--- src/rtl/pcfx_pkg.sv ---
`timescale 1ns / 1ps

package pcfx_pkg;

    localparam int PIX_W  = 8;
    localparam int CH_NUM = 3;

    // Configuration register indexes.
    localparam int       CFG_IDX_W  = 1;
    localparam logic     CFG_MODE   = 1'b0;
    localparam logic     CFG_THRESH = 1'b1;
    localparam int       MODE_W     = 3;

    localparam logic [MODE_W-1:0] MODE_GRAY   = 3'd0;
    localparam logic [MODE_W-1:0] MODE_SEPIA  = 3'd1;
    localparam logic [MODE_W-1:0] MODE_NEG    = 3'd2;
    localparam logic [MODE_W-1:0] MODE_THRESH = 3'd3;
    localparam logic [MODE_W-1:0] MODE_DOM    = 3'd4;

    localparam logic [PIX_W-1:0] THRESH_RESET = 8'd100;
    localparam logic [PIX_W-1:0] PIX_MAX      = 8'd255;

    // Operation class decided by the front end.
    localparam int OP_W = 3;
    localparam logic [OP_W-1:0] OP_PASS   = 3'd0;
    localparam logic [OP_W-1:0] OP_GRAY   = 3'd1;
    localparam logic [OP_W-1:0] OP_SEPIA  = 3'd2;
    localparam logic [OP_W-1:0] OP_NEG    = 3'd3;
    localparam logic [OP_W-1:0] OP_THRESH = 3'd4;
    localparam logic [OP_W-1:0] OP_DOM    = 3'd5;

    // BT.709 luma weights in Q0.16.
    localparam int LUMA_ACC_W = 24;
    localparam logic [15:0] LUMA_COEF_R = 16'd13933;
    localparam logic [15:0] LUMA_COEF_G = 16'd46872;
    localparam logic [15:0] LUMA_COEF_B = 16'd4732;

    // Reciprocal floor(2^RECIP_SHIFT / d) and the sepia numerator widths.
    localparam int RECIP_SHIFT = 24;
    localparam int RECIP_W     = RECIP_SHIFT + 1;
    localparam int NUM_W       = 16;
    localparam int PROD_W      = NUM_W + RECIP_W;

    localparam int MID_DEPTH_DEF = 4;
    localparam int OUT_DEPTH_DEF = 8;

    typedef struct packed {
        logic [OP_W-1:0]  op;
        logic [PIX_W-1:0] red;
        logic [PIX_W-1:0] green;
        logic [PIX_W-1:0] blue;
        logic [PIX_W-1:0] luma;
        logic             below;
        logic             frame_end;
    } t_work;

    typedef struct packed {
        logic [PIX_W-1:0] red;
        logic [PIX_W-1:0] green;
        logic [PIX_W-1:0] blue;
        logic             frame_end;
    } t_pixel;

    function automatic logic [PIX_W-1:0] sepia_tone(input int ch);
        logic [PIX_W-1:0] tone;
        case (ch)
            0: tone = 8'd94;
            1: tone = 8'd38;
            default: tone = 8'd18;
        endcase
        return tone;
    endfunction

endpackage

--- src/rtl/pcfx_fifo.sv ---
`timescale 1ns / 1ps

module pcfx_fifo #(
    parameter int DEPTH = 4,
    parameter int WIDTH = 8
) (
    input  logic             i_clk,
    input  logic             i_rst_n,
    input  logic             i_push,
    input  logic [WIDTH-1:0] i_data,
    input  logic             i_pop,
    output logic             o_empty,
    output logic [WIDTH-1:0] o_data
);

    localparam int PTR_W = (DEPTH > 1) ? $clog2(DEPTH) : 1;
    localparam int CNT_W = $clog2(DEPTH + 1);

    logic [WIDTH-1:0] r_mem [DEPTH];
    logic [PTR_W-1:0] r_wr_ptr, n_wr_ptr;
    logic [PTR_W-1:0] r_rd_ptr, n_rd_ptr;
    logic [CNT_W-1:0] r_count, n_count;
    logic             do_pop;

    // Writers never push into a full queue; the credit counters upstream see to that.
    assign do_pop  = i_pop && (r_count != '0);
    assign o_empty = (r_count == '0);
    assign o_data  = r_mem[r_rd_ptr];

    always_comb begin
        n_wr_ptr = r_wr_ptr;
        n_rd_ptr = r_rd_ptr;
        if (i_push) begin
            n_wr_ptr = (r_wr_ptr == PTR_W'(DEPTH - 1)) ? '0 : r_wr_ptr + 1'b1;
        end
        if (do_pop) begin
            n_rd_ptr = (r_rd_ptr == PTR_W'(DEPTH - 1)) ? '0 : r_rd_ptr + 1'b1;
        end
        n_count = r_count + CNT_W'(i_push) - CNT_W'(do_pop);
    end

    always_ff @(posedge i_clk) begin
        if (!i_rst_n) begin
            r_wr_ptr <= '0;
            r_rd_ptr <= '0;
            r_count  <= '0;
        end else begin
            r_wr_ptr <= n_wr_ptr;
            r_rd_ptr <= n_rd_ptr;
            r_count  <= n_count;
        end
    end

    always_ff @(posedge i_clk) begin
        if (i_push) begin
            r_mem[r_wr_ptr] <= i_data;
        end
    end

endmodule

--- src/rtl/pcfx_recip.sv ---
`timescale 1ns / 1ps

module pcfx_recip import pcfx_pkg::*; (
    input  logic               i_clk,
    input  logic               i_rst_n,
    input  logic               i_start,
    input  logic [PIX_W-1:0]   i_den,
    output logic               o_busy,
    output logic [RECIP_W-1:0] o_quot
);

    localparam int CNT_W = $clog2(RECIP_W);

    logic               r_busy;
    logic [CNT_W-1:0]   r_cnt;
    logic [PIX_W-1:0]   r_rem;
    logic [PIX_W-1:0]   r_den;
    logic [RECIP_W-1:0] r_quot;
    logic [PIX_W:0]     trial;
    logic               ge;

    // Restoring division of 2^RECIP_SHIFT: the dividend has a single one in its top bit.
    assign trial  = {r_rem, (r_cnt == '0)};
    assign ge     = (trial >= {1'b0, r_den});
    assign o_busy = r_busy;
    assign o_quot = r_quot;

    always_ff @(posedge i_clk) begin
        if (!i_rst_n) begin
            r_busy <= 1'b0;
            r_cnt  <= '0;
        end else if (i_start) begin
            r_busy <= 1'b1;
            r_cnt  <= '0;
        end else if (r_busy) begin
            if (r_cnt == CNT_W'(RECIP_W - 1)) begin
                r_busy <= 1'b0;
            end else begin
                r_cnt <= r_cnt + 1'b1;
            end
        end
    end

    always_ff @(posedge i_clk) begin
        if (i_start) begin
            r_rem  <= '0;
            r_den  <= i_den;
            r_quot <= '0;
        end else if (r_busy) begin
            r_rem  <= ge ? PIX_W'(trial - {1'b0, r_den}) : trial[PIX_W-1:0];
            r_quot <= {r_quot[RECIP_W-2:0], ge};
        end
    end

endmodule

--- src/rtl/pcfx_front.sv ---
`timescale 1ns / 1ps

module pcfx_front import pcfx_pkg::*; #(
    parameter int MID_DEPTH = MID_DEPTH_DEF
) (
    input  logic              i_clk,
    input  logic              i_rst_n,
    input  logic              i_push,
    input  logic [PIX_W-1:0]  i_red_in,
    input  logic [PIX_W-1:0]  i_green_in,
    input  logic [PIX_W-1:0]  i_blue_in,
    input  logic              i_frame_end_in,
    input  logic [MODE_W-1:0] i_effect_mode,
    input  logic [PIX_W-1:0]  i_luma_threshold,
    input  logic              i_hold,
    input  logic              i_mid_pop,
    output logic              o_full,
    output logic              o_work_valid,
    output t_work             o_work
);

    localparam int USED_W = $clog2(MID_DEPTH + 1);

    logic [USED_W-1:0]     r_used, n_used;
    logic                  accept;

    logic                  r_s1_valid;
    logic [LUMA_ACC_W-1:0] r_s1_prod_r, r_s1_prod_g, r_s1_prod_b;
    logic [PIX_W-1:0]      r_s1_red, r_s1_green, r_s1_blue;
    logic                  r_s1_frame_end;

    logic [LUMA_ACC_W-1:0] luma_acc;
    logic [PIX_W-1:0]      luma;
    logic [OP_W-1:0]       op;
    logic                  r_s2_valid;
    t_work                 r_s2_work;

    // Each request holds a place in the middle queue from acceptance until the back end takes it.
    assign o_full = (r_used == USED_W'(MID_DEPTH)) || i_hold;
    assign accept = i_push && !o_full;
    assign n_used = r_used + USED_W'(accept) - USED_W'(i_mid_pop);

    assign luma_acc = r_s1_prod_r + r_s1_prod_g + r_s1_prod_b;
    assign luma     = luma_acc[LUMA_ACC_W-1 -: PIX_W];

    always_comb begin
        case (i_effect_mode)
            MODE_GRAY:   op = OP_GRAY;
            MODE_SEPIA:  op = OP_SEPIA;
            MODE_NEG:    op = OP_NEG;
            MODE_THRESH: op = OP_THRESH;
            MODE_DOM:    op = OP_DOM;
            default:     op = OP_PASS;
        endcase
    end

    always_ff @(posedge i_clk) begin
        if (!i_rst_n) begin
            r_used     <= '0;
            r_s1_valid <= 1'b0;
            r_s2_valid <= 1'b0;
        end else begin
            r_used     <= n_used;
            r_s1_valid <= accept;
            r_s2_valid <= r_s1_valid;
        end
    end

    always_ff @(posedge i_clk) begin
        r_s1_prod_r    <= LUMA_ACC_W'(i_red_in) * LUMA_ACC_W'(LUMA_COEF_R);
        r_s1_prod_g    <= LUMA_ACC_W'(i_green_in) * LUMA_ACC_W'(LUMA_COEF_G);
        r_s1_prod_b    <= LUMA_ACC_W'(i_blue_in) * LUMA_ACC_W'(LUMA_COEF_B);
        r_s1_red       <= i_red_in;
        r_s1_green     <= i_green_in;
        r_s1_blue      <= i_blue_in;
        r_s1_frame_end <= i_frame_end_in;

        r_s2_work.op        <= op;
        r_s2_work.red       <= r_s1_red;
        r_s2_work.green     <= r_s1_green;
        r_s2_work.blue      <= r_s1_blue;
        r_s2_work.luma      <= luma;
        r_s2_work.below     <= (luma < i_luma_threshold);
        r_s2_work.frame_end <= r_s1_frame_end;
    end

    assign o_work_valid = r_s2_valid;
    assign o_work       = r_s2_work;

endmodule

--- src/rtl/pcfx_back.sv ---
`timescale 1ns / 1ps

module pcfx_back import pcfx_pkg::*; #(
    parameter int OUT_DEPTH = OUT_DEPTH_DEF
) (
    input  logic               i_clk,
    input  logic               i_rst_n,
    input  logic               i_work_empty,
    input  t_work              i_work,
    output logic               o_work_pop,
    input  logic [PIX_W-1:0]   i_luma_threshold,
    input  logic [RECIP_W-1:0] i_recip_lo,
    input  logic [RECIP_W-1:0] i_recip_hi,
    input  logic               i_out_pop,
    output logic               o_res_valid,
    output t_pixel             o_res
);

    localparam int USED_W = $clog2(OUT_DEPTH + 1);

    logic [USED_W-1:0]  r_used, n_used;
    logic               issue;

    logic [PIX_W-1:0]   chan [CH_NUM];
    logic [PIX_W-1:0]   direct [CH_NUM];
    logic [NUM_W-1:0]   num [CH_NUM];
    logic [PIX_W-1:0]   base [CH_NUM];
    logic [PIX_W-1:0]   tone;
    logic [PIX_W-1:0]   den;
    logic               dom_r, dom_g, dom_b;

    // Stage 1: numerators, divisor and reciprocal selected.
    logic               r_b1_valid, r_b1_sepia, r_b1_frame_end;
    logic [NUM_W-1:0]   r_b1_num [CH_NUM];
    logic [PIX_W-1:0]   r_b1_base [CH_NUM];
    logic [PIX_W-1:0]   r_b1_direct [CH_NUM];
    logic [PIX_W-1:0]   r_b1_den;
    logic [RECIP_W-1:0] r_b1_recip;

    // Stage 2: numerator times reciprocal.
    logic               r_b2_valid, r_b2_sepia, r_b2_frame_end;
    logic [PROD_W-1:0]  r_b2_prod [CH_NUM];
    logic [NUM_W-1:0]   r_b2_num [CH_NUM];
    logic [PIX_W-1:0]   r_b2_base [CH_NUM];
    logic [PIX_W-1:0]   r_b2_direct [CH_NUM];
    logic [PIX_W-1:0]   r_b2_den;

    // Stage 3: quotient estimate and its back-product.
    logic               r_b3_valid, r_b3_sepia, r_b3_frame_end;
    logic [PIX_W-1:0]   r_b3_quot [CH_NUM];
    logic [NUM_W-1:0]   r_b3_qd [CH_NUM];
    logic [NUM_W-1:0]   r_b3_num [CH_NUM];
    logic [PIX_W-1:0]   r_b3_base [CH_NUM];
    logic [PIX_W-1:0]   r_b3_direct [CH_NUM];
    logic [PIX_W-1:0]   r_b3_den;

    // Stage 4: correction and final selection.
    logic [NUM_W-1:0]   rem [CH_NUM];
    logic [PIX_W-1:0]   quot [CH_NUM];
    logic [PIX_W-1:0]   final_ch [CH_NUM];
    logic               r_b4_valid;
    t_pixel             r_b4_pix;

    // A request is taken only when a place in the output queue is reserved for its result.
    assign issue      = !i_work_empty && (r_used != USED_W'(OUT_DEPTH));
    assign o_work_pop = issue;
    assign n_used     = r_used + USED_W'(issue) - USED_W'(i_out_pop);

    assign chan[0] = i_work.red;
    assign chan[1] = i_work.green;
    assign chan[2] = i_work.blue;

    assign dom_r = (chan[0] > chan[1]) && (chan[0] > chan[2]);
    assign dom_g = (chan[1] > chan[0]) && (chan[1] > chan[2]);
    assign dom_b = (chan[2] > chan[0]) && (chan[2] > chan[1]);

    assign den = i_work.below ? i_luma_threshold : PIX_MAX - i_luma_threshold;

    always_comb begin
        tone = '0;
        for (int i = 0; i < CH_NUM; i++) begin
            tone = sepia_tone(i);
            if (i_work.below) begin
                num[i]  = NUM_W'(tone) * NUM_W'(i_work.luma);
                base[i] = '0;
            end else begin
                num[i]  = NUM_W'(PIX_MAX - tone) * NUM_W'(PIX_W'(i_work.luma - i_luma_threshold));
                base[i] = tone;
            end
            case (i_work.op)
                OP_GRAY:   direct[i] = i_work.luma;
                OP_NEG:    direct[i] = ~chan[i];
                OP_THRESH: direct[i] = i_work.below ? PIX_MAX : '0;
                OP_DOM: begin
                    if (dom_r || dom_g || dom_b) begin
                        direct[i] = ((i == 0 && dom_r) || (i == 1 && dom_g) ||
                                     (i == 2 && dom_b)) ? PIX_MAX : '0;
                    end else begin
                        direct[i] = chan[i];
                    end
                end
                default:   direct[i] = chan[i];
            endcase
        end
    end

    always_comb begin
        for (int i = 0; i < CH_NUM; i++) begin
            rem[i]  = r_b3_num[i] - r_b3_qd[i];
            quot[i] = r_b3_quot[i] +
                      PIX_W'((r_b3_den != '0) && (rem[i] >= NUM_W'(r_b3_den)));
            final_ch[i] = r_b3_sepia ? PIX_W'(r_b3_base[i] + quot[i]) : r_b3_direct[i];
        end
    end

    always_ff @(posedge i_clk) begin
        if (!i_rst_n) begin
            r_used     <= '0;
            r_b1_valid <= 1'b0;
            r_b2_valid <= 1'b0;
            r_b3_valid <= 1'b0;
            r_b4_valid <= 1'b0;
        end else begin
            r_used     <= n_used;
            r_b1_valid <= issue;
            r_b2_valid <= r_b1_valid;
            r_b3_valid <= r_b2_valid;
            r_b4_valid <= r_b3_valid;
        end
    end

    always_ff @(posedge i_clk) begin
        r_b1_sepia     <= (i_work.op == OP_SEPIA);
        r_b1_frame_end <= i_work.frame_end;
        r_b1_den       <= den;
        r_b1_recip     <= i_work.below ? i_recip_lo : i_recip_hi;

        r_b2_sepia     <= r_b1_sepia;
        r_b2_frame_end <= r_b1_frame_end;
        r_b2_den       <= r_b1_den;

        r_b3_sepia     <= r_b2_sepia;
        r_b3_frame_end <= r_b2_frame_end;
        r_b3_den       <= r_b2_den;

        for (int i = 0; i < CH_NUM; i++) begin
            r_b1_num[i]    <= num[i];
            r_b1_base[i]   <= base[i];
            r_b1_direct[i] <= direct[i];

            r_b2_prod[i]   <= PROD_W'(r_b1_num[i]) * PROD_W'(r_b1_recip);
            r_b2_num[i]    <= r_b1_num[i];
            r_b2_base[i]   <= r_b1_base[i];
            r_b2_direct[i] <= r_b1_direct[i];

            // The estimate is never above the true quotient and at most one below it.
            r_b3_quot[i]   <= r_b2_prod[i][RECIP_SHIFT +: PIX_W];
            r_b3_qd[i]     <= NUM_W'(r_b2_prod[i][RECIP_SHIFT +: PIX_W]) * NUM_W'(r_b2_den);
            r_b3_num[i]    <= r_b2_num[i];
            r_b3_base[i]   <= r_b2_base[i];
            r_b3_direct[i] <= r_b2_direct[i];
        end

        r_b4_pix.red       <= final_ch[0];
        r_b4_pix.green     <= final_ch[1];
        r_b4_pix.blue      <= final_ch[2];
        r_b4_pix.frame_end <= r_b3_frame_end;
    end

    assign o_res_valid = r_b4_valid;
    assign o_res       = r_b4_pix;

endmodule

--- src/rtl/pixel_color_effect_unit.sv ---
`timescale 1ns / 1ps

// Color effect unit for 8-bit RGB pixels: grayscale, sepia, negative, threshold and
// dominant-channel, chosen by the mode register. Both sides behave as queues. The
// unit sustains one pixel per clock while full is low; a pushed pixel passes through
// the two-stage luma front end, the middle queue, the four-stage sepia divide
// pipeline and the output queue. Sepia divides by the threshold through reciprocals
// that two bit-serial dividers compute, one bit per cycle over 25 bits: after reset
// and after every write of the threshold register, full stays high until both
// dividers are done. Configuration registers should only be written while no pixels
// are in flight.
module pixel_color_effect_unit import pcfx_pkg::*; #(
    parameter int MID_DEPTH = MID_DEPTH_DEF,
    parameter int OUT_DEPTH = OUT_DEPTH_DEF
) (
    input  logic                 i_clk,
    input  logic                 i_rst_n,
    input  logic                 push,
    output logic                 full,
    input  logic [PIX_W-1:0]     i_red_in,
    input  logic [PIX_W-1:0]     i_green_in,
    input  logic [PIX_W-1:0]     i_blue_in,
    input  logic                 i_frame_end_in,
    output logic                 empty,
    input  logic                 pop,
    output logic [PIX_W-1:0]     o_red_out,
    output logic [PIX_W-1:0]     o_green_out,
    output logic [PIX_W-1:0]     o_blue_out,
    output logic                 o_frame_end_out,
    input  logic                 i_cfg_we,
    input  logic [CFG_IDX_W-1:0] i_cfg_index,
    input  logic [PIX_W-1:0]     i_cfg_data
);

    logic [MODE_W-1:0]  r_effect_mode;
    logic [PIX_W-1:0]   r_luma_threshold;
    logic               r_recip_go;
    logic               thresh_wr;
    logic               recip_start;
    logic [PIX_W-1:0]   den_lo, den_hi;
    logic               busy_lo, busy_hi;
    logic               recip_hold;
    logic [RECIP_W-1:0] recip_lo, recip_hi;

    logic               work_valid, work_pop, work_empty;
    t_work              work_in, work_out;
    logic               res_valid;
    t_pixel             res_in, res_out;
    logic               out_empty;

    assign thresh_wr   = i_cfg_we && (i_cfg_index == CFG_THRESH);
    assign recip_start = r_recip_go || thresh_wr;
    assign den_lo      = thresh_wr ? i_cfg_data : r_luma_threshold;
    assign den_hi      = PIX_MAX - den_lo;
    assign recip_hold  = r_recip_go || busy_lo || busy_hi;

    always_ff @(posedge i_clk) begin
        if (!i_rst_n) begin
            r_effect_mode    <= MODE_GRAY;
            r_luma_threshold <= THRESH_RESET;
            r_recip_go       <= 1'b1;
        end else begin
            r_recip_go <= 1'b0;
            if (i_cfg_we) begin
                case (i_cfg_index)
                    CFG_MODE:   r_effect_mode    <= i_cfg_data[MODE_W-1:0];
                    CFG_THRESH: r_luma_threshold <= i_cfg_data;
                    default: ;
                endcase
            end
        end
    end

    pcfx_recip u_recip_lo (
        .i_clk   (i_clk),
        .i_rst_n (i_rst_n),
        .i_start (recip_start),
        .i_den   (den_lo),
        .o_busy  (busy_lo),
        .o_quot  (recip_lo)
    );

    pcfx_recip u_recip_hi (
        .i_clk   (i_clk),
        .i_rst_n (i_rst_n),
        .i_start (recip_start),
        .i_den   (den_hi),
        .o_busy  (busy_hi),
        .o_quot  (recip_hi)
    );

    pcfx_front #(
        .MID_DEPTH (MID_DEPTH)
    ) u_front (
        .i_clk            (i_clk),
        .i_rst_n          (i_rst_n),
        .i_push           (push),
        .i_red_in         (i_red_in),
        .i_green_in       (i_green_in),
        .i_blue_in        (i_blue_in),
        .i_frame_end_in   (i_frame_end_in),
        .i_effect_mode    (r_effect_mode),
        .i_luma_threshold (r_luma_threshold),
        .i_hold           (recip_hold),
        .i_mid_pop        (work_pop),
        .o_full           (full),
        .o_work_valid     (work_valid),
        .o_work           (work_in)
    );

    pcfx_fifo #(
        .DEPTH (MID_DEPTH),
        .WIDTH ($bits(t_work))
    ) u_mid_queue (
        .i_clk   (i_clk),
        .i_rst_n (i_rst_n),
        .i_push  (work_valid),
        .i_data  (work_in),
        .i_pop   (work_pop),
        .o_empty (work_empty),
        .o_data  (work_out)
    );

    pcfx_back #(
        .OUT_DEPTH (OUT_DEPTH)
    ) u_back (
        .i_clk            (i_clk),
        .i_rst_n          (i_rst_n),
        .i_work_empty     (work_empty),
        .i_work           (work_out),
        .o_work_pop       (work_pop),
        .i_luma_threshold (r_luma_threshold),
        .i_recip_lo       (recip_lo),
        .i_recip_hi       (recip_hi),
        .i_out_pop        (pop && !out_empty),
        .o_res_valid      (res_valid),
        .o_res            (res_in)
    );

    pcfx_fifo #(
        .DEPTH (OUT_DEPTH),
        .WIDTH ($bits(t_pixel))
    ) u_out_queue (
        .i_clk   (i_clk),
        .i_rst_n (i_rst_n),
        .i_push  (res_valid),
        .i_data  (res_in),
        .i_pop   (pop),
        .o_empty (out_empty),
        .o_data  (res_out)
    );

    assign empty           = out_empty;
    assign o_red_out       = res_out.red;
    assign o_green_out     = res_out.green;
    assign o_blue_out      = res_out.blue;
    assign o_frame_end_out = res_out.frame_end;

endmodule

--- config.mk ---
export PLATFORM = sky130hd
export DESIGN_NAME = pixel_color_effect_unit
export DESIGN_NICKNAME = d
export VERILOG_FILES = /design/src/rtl/pcfx_pkg.sv /design/src/rtl/pcfx_fifo.sv /design/src/rtl/pcfx_recip.sv /design/src/rtl/pcfx_front.sv /design/src/rtl/pcfx_back.sv /design/src/rtl/pixel_color_effect_unit.sv
export SDC_FILE = /design/constraint.sdc
export NUM_CORES = 2
export LEC_CHECK = 0
export ABC_AREA = 1
export BUFFER_PORTS_ARGS = -buffer_cell sky130_fd_sc_hd__buf_2
export CELL_PAD_IN_SITES_DETAIL_PLACEMENT = 1
export CELL_PAD_IN_SITES_GLOBAL_PLACEMENT = 2
export CORE_MARGIN = 5
export CORE_UTILIZATION = 37
export CTS_BUF_LIST = sky130_fd_sc_hd__clkbuf_16
export CTS_CLUSTER_DIAMETER = 200
export DETAILED_ROUTE_END_ITERATION = 8
export GPL_TIMING_DRIVEN = 0
export MAX_ROUTING_LAYER = met4
export PLACE_DENSITY = 0.83
export RECOVER_POWER = 50
export SYNTH_ARGS = -nofsm -noshare
export SYNTH_HDL_FRONTEND = slang
export SYNTH_SLANG_ARGS = --single-unit
--- constraint.sdc ---
create_clock -name i_clk -period 5.9 [get_ports i_clk]
set_input_delay 1.18 -clock i_clk [delete_from_list [all_inputs] [get_ports i_clk]]
set_output_delay 1.18 -clock i_clk [all_outputs]
set_load 0.02 [all_outputs]
# After elaboration in Yosys (flattened, before gate mapping)
# Memories as Yosys holds them, arrays and structs flattened. A register that Yosys moved wholly into a read port is not among the register bits.
# Cells that the tools add are included.
[totals]
register_bits = 340
word_cells = 228
mem_bits_rw = 828
latchBits = 0
mem_bits_ro = 0
memories = 14
out_inout_bits = 27
[memory_table]
columns = ["memory", "depth", "word_bits", "rd", "rd_clocked_by_memory_dff", "write_ports", "line_no", "text"]
rows = [
  ["u_out_queue.r_mem", 8, 25, 1, 1, 1, "pcfx_fifo.sv:19", "logic [WIDTH-1:0] r_mem [DEPTH];"],
  ["u_mid_queue.r_mem", 4, 37, 1, 1, 1, "pcfx_fifo.sv:19", ""],
  ["u_back.r_b2_prod", 3, 41, 3, 0, 3, "pcfx_back.sv:42", "logic [PROD_W-1:0] r_b2_prod [CH_NUM];"],
  ["u_back.r_b1_num", 3, 16, 3, 0, 3, "pcfx_back.sv:34", "logic [NUM_W-1:0] r_b1_num [CH_NUM];"],
  ["u_back.r_b2_num", 3, 16, 3, 0, 3, "pcfx_back.sv:43", "logic [NUM_W-1:0] r_b2_num [CH_NUM];"],
  ["u_back.r_b3_num", 3, 16, 3, 0, 3, "pcfx_back.sv:52", "logic [NUM_W-1:0] r_b3_num [CH_NUM];"],
  ["+8 memories", "--", "--", "--", "--", "--", "--", ""],
]
[op_classes]
order_cmp = 12
div = 0
addsub = 30
n_mul = 15
n_bitwise = 7
n_mux = 44
reduce_logical = 34
eq_ne = 17
shifts = 0
[ops]
columns = ["cell", "n"]
rows = [
  ["$mul 16x25->41", 3],
  ["$mux 8", 14],
  ["$pmux 8 s4", 3],
  ["$ge 16x8->1", 3],
  ["$gt 8x8->1", 6],
  ["$mul 8x8->16", 3],
  ["$mul 8x8->16 const A", 3],
  ["$mux 16", 3],
  ["$sub 16x16->16", 3],
  ["$mux 25", 1],
  ["$add 22x24->24", 1],
  ["$add 24x21->24", 1],
  ["$add 8x1->8", 3],
  ["$add 8x8->8", 3],
  ["$not 8->8", 3],
  ["$sub 8x8->8", 3],
  ["$mul 8x14->22 const B", 1],
  ["$mul 8x13->21 const B", 1],
  ["$mul 8x11->19 const B", 1],
  ["$eq 3x3->1 const B", 6],
  ["$ge 9x8->1", 2],
  ["$sub 8x8->8 const A", 2],
  ["$pmux 3 s5", 1],
  ["$mul 6x8->14 const A", 1],
  ["other kinds (33)", 88],
]

# Depth between registers and ports, before layout
[depth]
word_depth = 7
mapped_depth = 36
ltp_nobuf = 33

# Modules after synthesis
# A second synthesis with hierarchy kept.
[unflattened]
cells_unflattened = 10804
hier_area_um2 = 89538.4
[by_module_without_submodules]
columns = ["module", "cells_per_inst", "n_inst", "area_per_inst_um2"]
rows = [
  ["pcfx_back", 7724, 1, 59351.9],
  ["pcfx_front", 1037, 1, 9745.6],
  ["pcfx_fifo at u_out_queue", 955, 1, 9370.2],
  ["pcfx_fifo at u_mid_queue", 421, 1, 5965.7],
  ["pcfx_recip at u_recip_lo", 290, 1, 2302.2],
  ["pcfx_recip at u_recip_hi", 287, 1, 2205.9],
  ["pixel_color_effect_unit", 90, 1, 596.8],
]

# Least setup slack after synthesis
# OpenSTA, ideal clock, no wires.
[synth_timing]
path_type = "register to register"
from = "reg with a tool-made name"
to = "mem u_back.r_b1_num[2][11], in the netlist u_back.r_b1_num[0][43]"
required_ps = 5774
path_slack_ps = -99
synth_period_minus_slack_ps = 5999
path_buffers = 3
path_stages_with_launch = 29
setup_time_ps = 126
t_arrival_ps = 5873
cell_sequence = "dfxtp_1 -> buf_4 -> buf_6 -> buf_6 -> a21oi_1 -> a32oi_1 -> ha_1 -> a21oi_1 -> nand2_1 -> a21oi_1 -> o21bai_1 -> nand2_1 -> nand2_1 -> a21oi_1 -> xor2_1 -> ha_1 -> fa_1 -> inv_1 -> fa_1 -> fa_1 -> inv_1 -> ha_1 -> a21oi_1 -> o21ai_0 -> a21oi_1 -> o21bai_1 -> or2_2 -> nand3_1 -> o211ai_1"
[synth_lines]
columns = ["item", "line_no"]
rows = [
  ["end, declared", "pcfx_back.sv:34"],
]

==> results.yml <==
outcome:
  status: "finished, violations left"
  violations: "negative setup slack"
placed_design:
  dpl.cell_count: 13500
  placed_wire_length_estimate_mm: 262.6
  port_buffers: 65
  pre_cts_ws_ns: -2.020
  place_congestion: 0.9721
route:
  wire_per_inst_um: 22.91
  violation_count_after_the_first_detailed_route_iteration: 4298
  num_vias: 69010
  detail_route.vias_per_cell: 5.001
  met1_length_mm: 130.2
  final_routed_wirelength_across_all_metal_layers_mm: 316.0
  highest_layer: "met4"
  final_antenna_net_count: 0
  detailedRoute.firstPassIterationCount: 6
  remaining_drc_errors: 0
  sum_of_met3_wire_segment_lengths_after_detailed_routing_mm: 17.38
  dr_wl_met2_mm: 154.6
synthesis:
  synth.top_cells.by_area: "fa_1 26%, dfxtp_1 14%, edfxtp_1 12%, ha_1 11%, nand2_1 10%"
  netlist-cell-type-count: 60
  synth_sequential_area_ratio: 0.2679
  synthDominantAreaCellType: "fa_1"
  number_of_enable_type_register_cells_in_the_synthesized_netlist: 364
  synth-simple-area-share: 0.1507
  synth_top_family_by_area: "adder cells"
  compound_cell_area_share_of_the_yosys_netlist: 0.06483
  syn-num-nets: 12240
  synthesis.area_mm2: 0.08751
  yosys.area_share.adder: 0.3719
  synth_top_flop_cell: "dfxtp_1"
  synthDominantCellAreaShare: 0.2574
  yosys_warnings: 0
  fraction_of_synthesized_cell_area_in_xor_and_xnor_cells: 0.02232
  synth.avg_cell_area_um2: 8.514
  synth_cells: 10280
  synth_async_sr_flop_share: 0
  ys_seq_elements: 989
  muxShareOfSynthArea: 0
floorplanning:
  floorplan.die_area_mm2: 0.2463
  floorplan.rows: 178
  die_width_um: 496.3
  floorplan.initialDensity: 0.3717
  core_mm2: 0.2354
  floorplan.die.height_um: 496.3
  design.portCount: 66
global_route:
  wire_length_of_the_first_global_routing_pass_mm: 469.3
  grt_start_max_net_pins: 28
  grt_pass1_vias: 75240
  number_of_antenna_violations_at_the_first_check_in_global_routing: 32
  global_route.overflow_total: 0
  grt_use_total: 0.2634
sta:
  fin_ws_ns: -0.001156
  grt_setup_unrepaired: "true"
  max-slew-margin-rel: 0.1392
  fin_skew_ns: 0.05932
  final.min_clock_period_ns: 5.901
  slew_viol_final: 0
  maxClockFrequency_ghz: 0.1695
  worst_margin_slew_ns: 1.291
  setup_viol: 1
  timing.final.crit_share: 1.000
  final-hold-violation-count: 0
setup_path:
  cp_max_fo: 8
  reg2reg_depth: 26
  kind_of_launch_point_of_the_worst_setup_path: "flop"
  critPathArrivalTime_ns: 6.47
  endpoint_kind: "flop"
  path_class: "flop to flop"
  required_ns: 6.47
clock_network:
  cts_made_buffers: 110
  buffer_levels_on_the_longest_clock_path: 3
  cts_tree: "built"
  insertion_delay_ns: 0.78
  clock_tree.root_cell: "clkbuf_16"
  clk_pin_slew_worst_paths_ns: 0.08
  htree_levels: 3
  postCtsHoldBufs: 0
  clock_sink_count: 989
power_and_ir_drop:
  static-leakage-power_uw: 0.05184
  power_density_mw_per_mm2: 617.3
  vdd_ir_drop_max_v: 0.002946
min_path:
  hold_depth: 0
  min-delay-path-class: "flop to flop"
layout:
  area.growth.synth_to_final_pct: 13.22
  fraction_of_final_layout_cells_sized_beyond_drive_strength_1: 0.08666
  finalNonFillerCells: 13800
  final_net_count: 12500
flow_run:
  maxCapViolations: 0
==> flip-flops by register name, indices dropped and copies added (netlist names), 25 cells and up, named ones only <==
register	cells
u_out_queue.r_mem	200
u_mid_queue.r_mem	148
u_back.r_b3_qd	48
u_back.r_b1_num	43
u_back.r_b2_num	43
u_back.r_b3_num	43
u_front.o_work	37
u_back.o_res	25
u_back.r_b1_recip	25
u_recip_hi.o_quot	25
u_recip_lo.o_quot	25
==> worst max-delay path, stage by stage, from the launching register on <==
cell      delay (ns)
dfxtp_4         0.38
buf_8           0.15
buf_12          0.14
buf_12          0.12
a21oi_1         0.24
a32oi_2         0.12
buf_8           0.18
ha_2            0.41
inv_1           0.07
o21bai_2        0.16
buf_4           0.16
xor2_4          0.23
inv_4           0.13
ha_4            0.27
fa_1            0.50
inv_1           0.05
fa_1            0.48
fa_1            0.56
inv_2           0.05
ha_4            0.25
a21oi_2         0.14
o21ai_2         0.08
a21oi_2         0.16
o21bai_1        0.11
or2_4           0.27
nand3_4         0.07
o211ai_1        0.18
==> area by class of cell <==
class / instances / area (um2)
multi-input combinational: 6477 / 54500
inverter: 2437 / 9175
buffer: 333 / 2673
fill: 27790 / 136300
sequential: 989 / 23680
antenna: 20 / 50.05
timing repair buffer: 185 / 1379
tap: 3150 / 3941
clock inverter: 91 / 783.3
clock buffer: 116 / 2903
==> final timing paths <==
| kind | startpoint | slack [ns] | to |
|---|---|---|---|
| hold / removal | u_back.r_b2_num[0][20] | 0.28 | u_back.r_b3_num[0][20] |
| setup / recovery | flop | -0.001 | u_back.r_b1_num[0][43] |
| setup reg to reg | flop | -0.001 | u_back.r_b1_num[0][43] |
| hold reg to reg | u_back.r_b2_num[0][20] | 0.28 | u_back.r_b3_num[0][20] |
==> where the power goes <==
| group | internal (uW) | switching [uW] |
|---|---|---|
| clock | 3910 | 3070 |
| sequential | 8940 | 1760 |
| combinational | 16400 | 27100 |
==> Yosys cell counts (all sizes together), types with 40 or more instances <==
library cell,number
o21ai,335
edfxtp,364
nand3,187
dfxtp,625
nor2,532
nor3,41
xor2,157
nand4,77
a21oi,432
xnor2,66
inv,2435
clkbuf,292
fa,1125
a31oi,52
buf,84
nand2,2439
ha,801
o22ai,40
==> what timing repair did <==
| action | 4_1_cts | 5_1_grt |
|---|---|---|
| cloned | 0 | 1 |
| gates resized for setup | 609 | 366 |
| pin swaps | 22 | 59 |
| setup endpoints to repair | 53 | 37 |
| hold endpoints to repair | 0 | 0 |
| buffers inserted | 31 | 78 |
==> through the flow <==
stage / power (uW) / area, um2 / hold WS [ns] / TNS [ns] / util
after global placement: 47930 / 91790 / 0.3110 / -57.62 / 0.3899
final: 61160 / 99080 / 0.2796 / -0.001156 / 0.4209
after CTS: 59090 / 97560 / 0.2787 / -0.1832 / 0.4144
after global routing: 66660 / 99060 / 0.2849 / -0.7198 / 0.4208
after detailed placement: 49180 / 92030 / 0.3135 / -50.90 / 0.3909
after floorplan: 36210 / 87530 / 0.3096 / 0 / -
==> routing by layer <==
metal | vias up | GRT usage
met5 | - | -
met4 | 0 | 0.1061
met3 | 475 | 0.04131
met2 | 1751 | 0.4398
met1 | 35150 | 0.3198
li1 | 31630 | -
==> cells by family (layout without fill, tap and decap cells) <==
group	count (synthesis)	in the layout
AO/OA/AOI/OAI	997	997
XOR/XNOR	223	223
adder cells (fa/ha/maj)	1926	1926
buffers and inverters	2813	3162
flip-flops	989	989
other	0	20
AND/OR/NAND/NOR	3331	3331
==> placed cells by master (no fill, tap or decap), types with 19 or more instances in the layout <==
cell and count:
ha_1 764, inv_1 2419, xnor2_1 65, a21oi_2 35, clkbuf_1 98, buf_6 50, clkbuf_4 39, dfxtp_1 563
nor3_1 39, o22ai_1 39, a32oi_2 20, clkbuf_16 118, o21ai_1 19, nand2_1 2392, clkbuf_8 24, dfxtp_4 62
fa_1 1111, a21o_1 31, nand2_2 37, edfxtp_1 364, buf_4 144, clkbuf_2 22, a31oi_1 50, buf_12 21
buf_2 89, nand4_1 77, clkinv_2 22, clkinv_1 19, xor2_1 146, diode_2 20, inv_2 27, nand3_1 179
o21ai_0 306, ha_4 22, a21oi_1 391, nor2_1 510, buf_8 25
(Power assumes the default switching activity.)
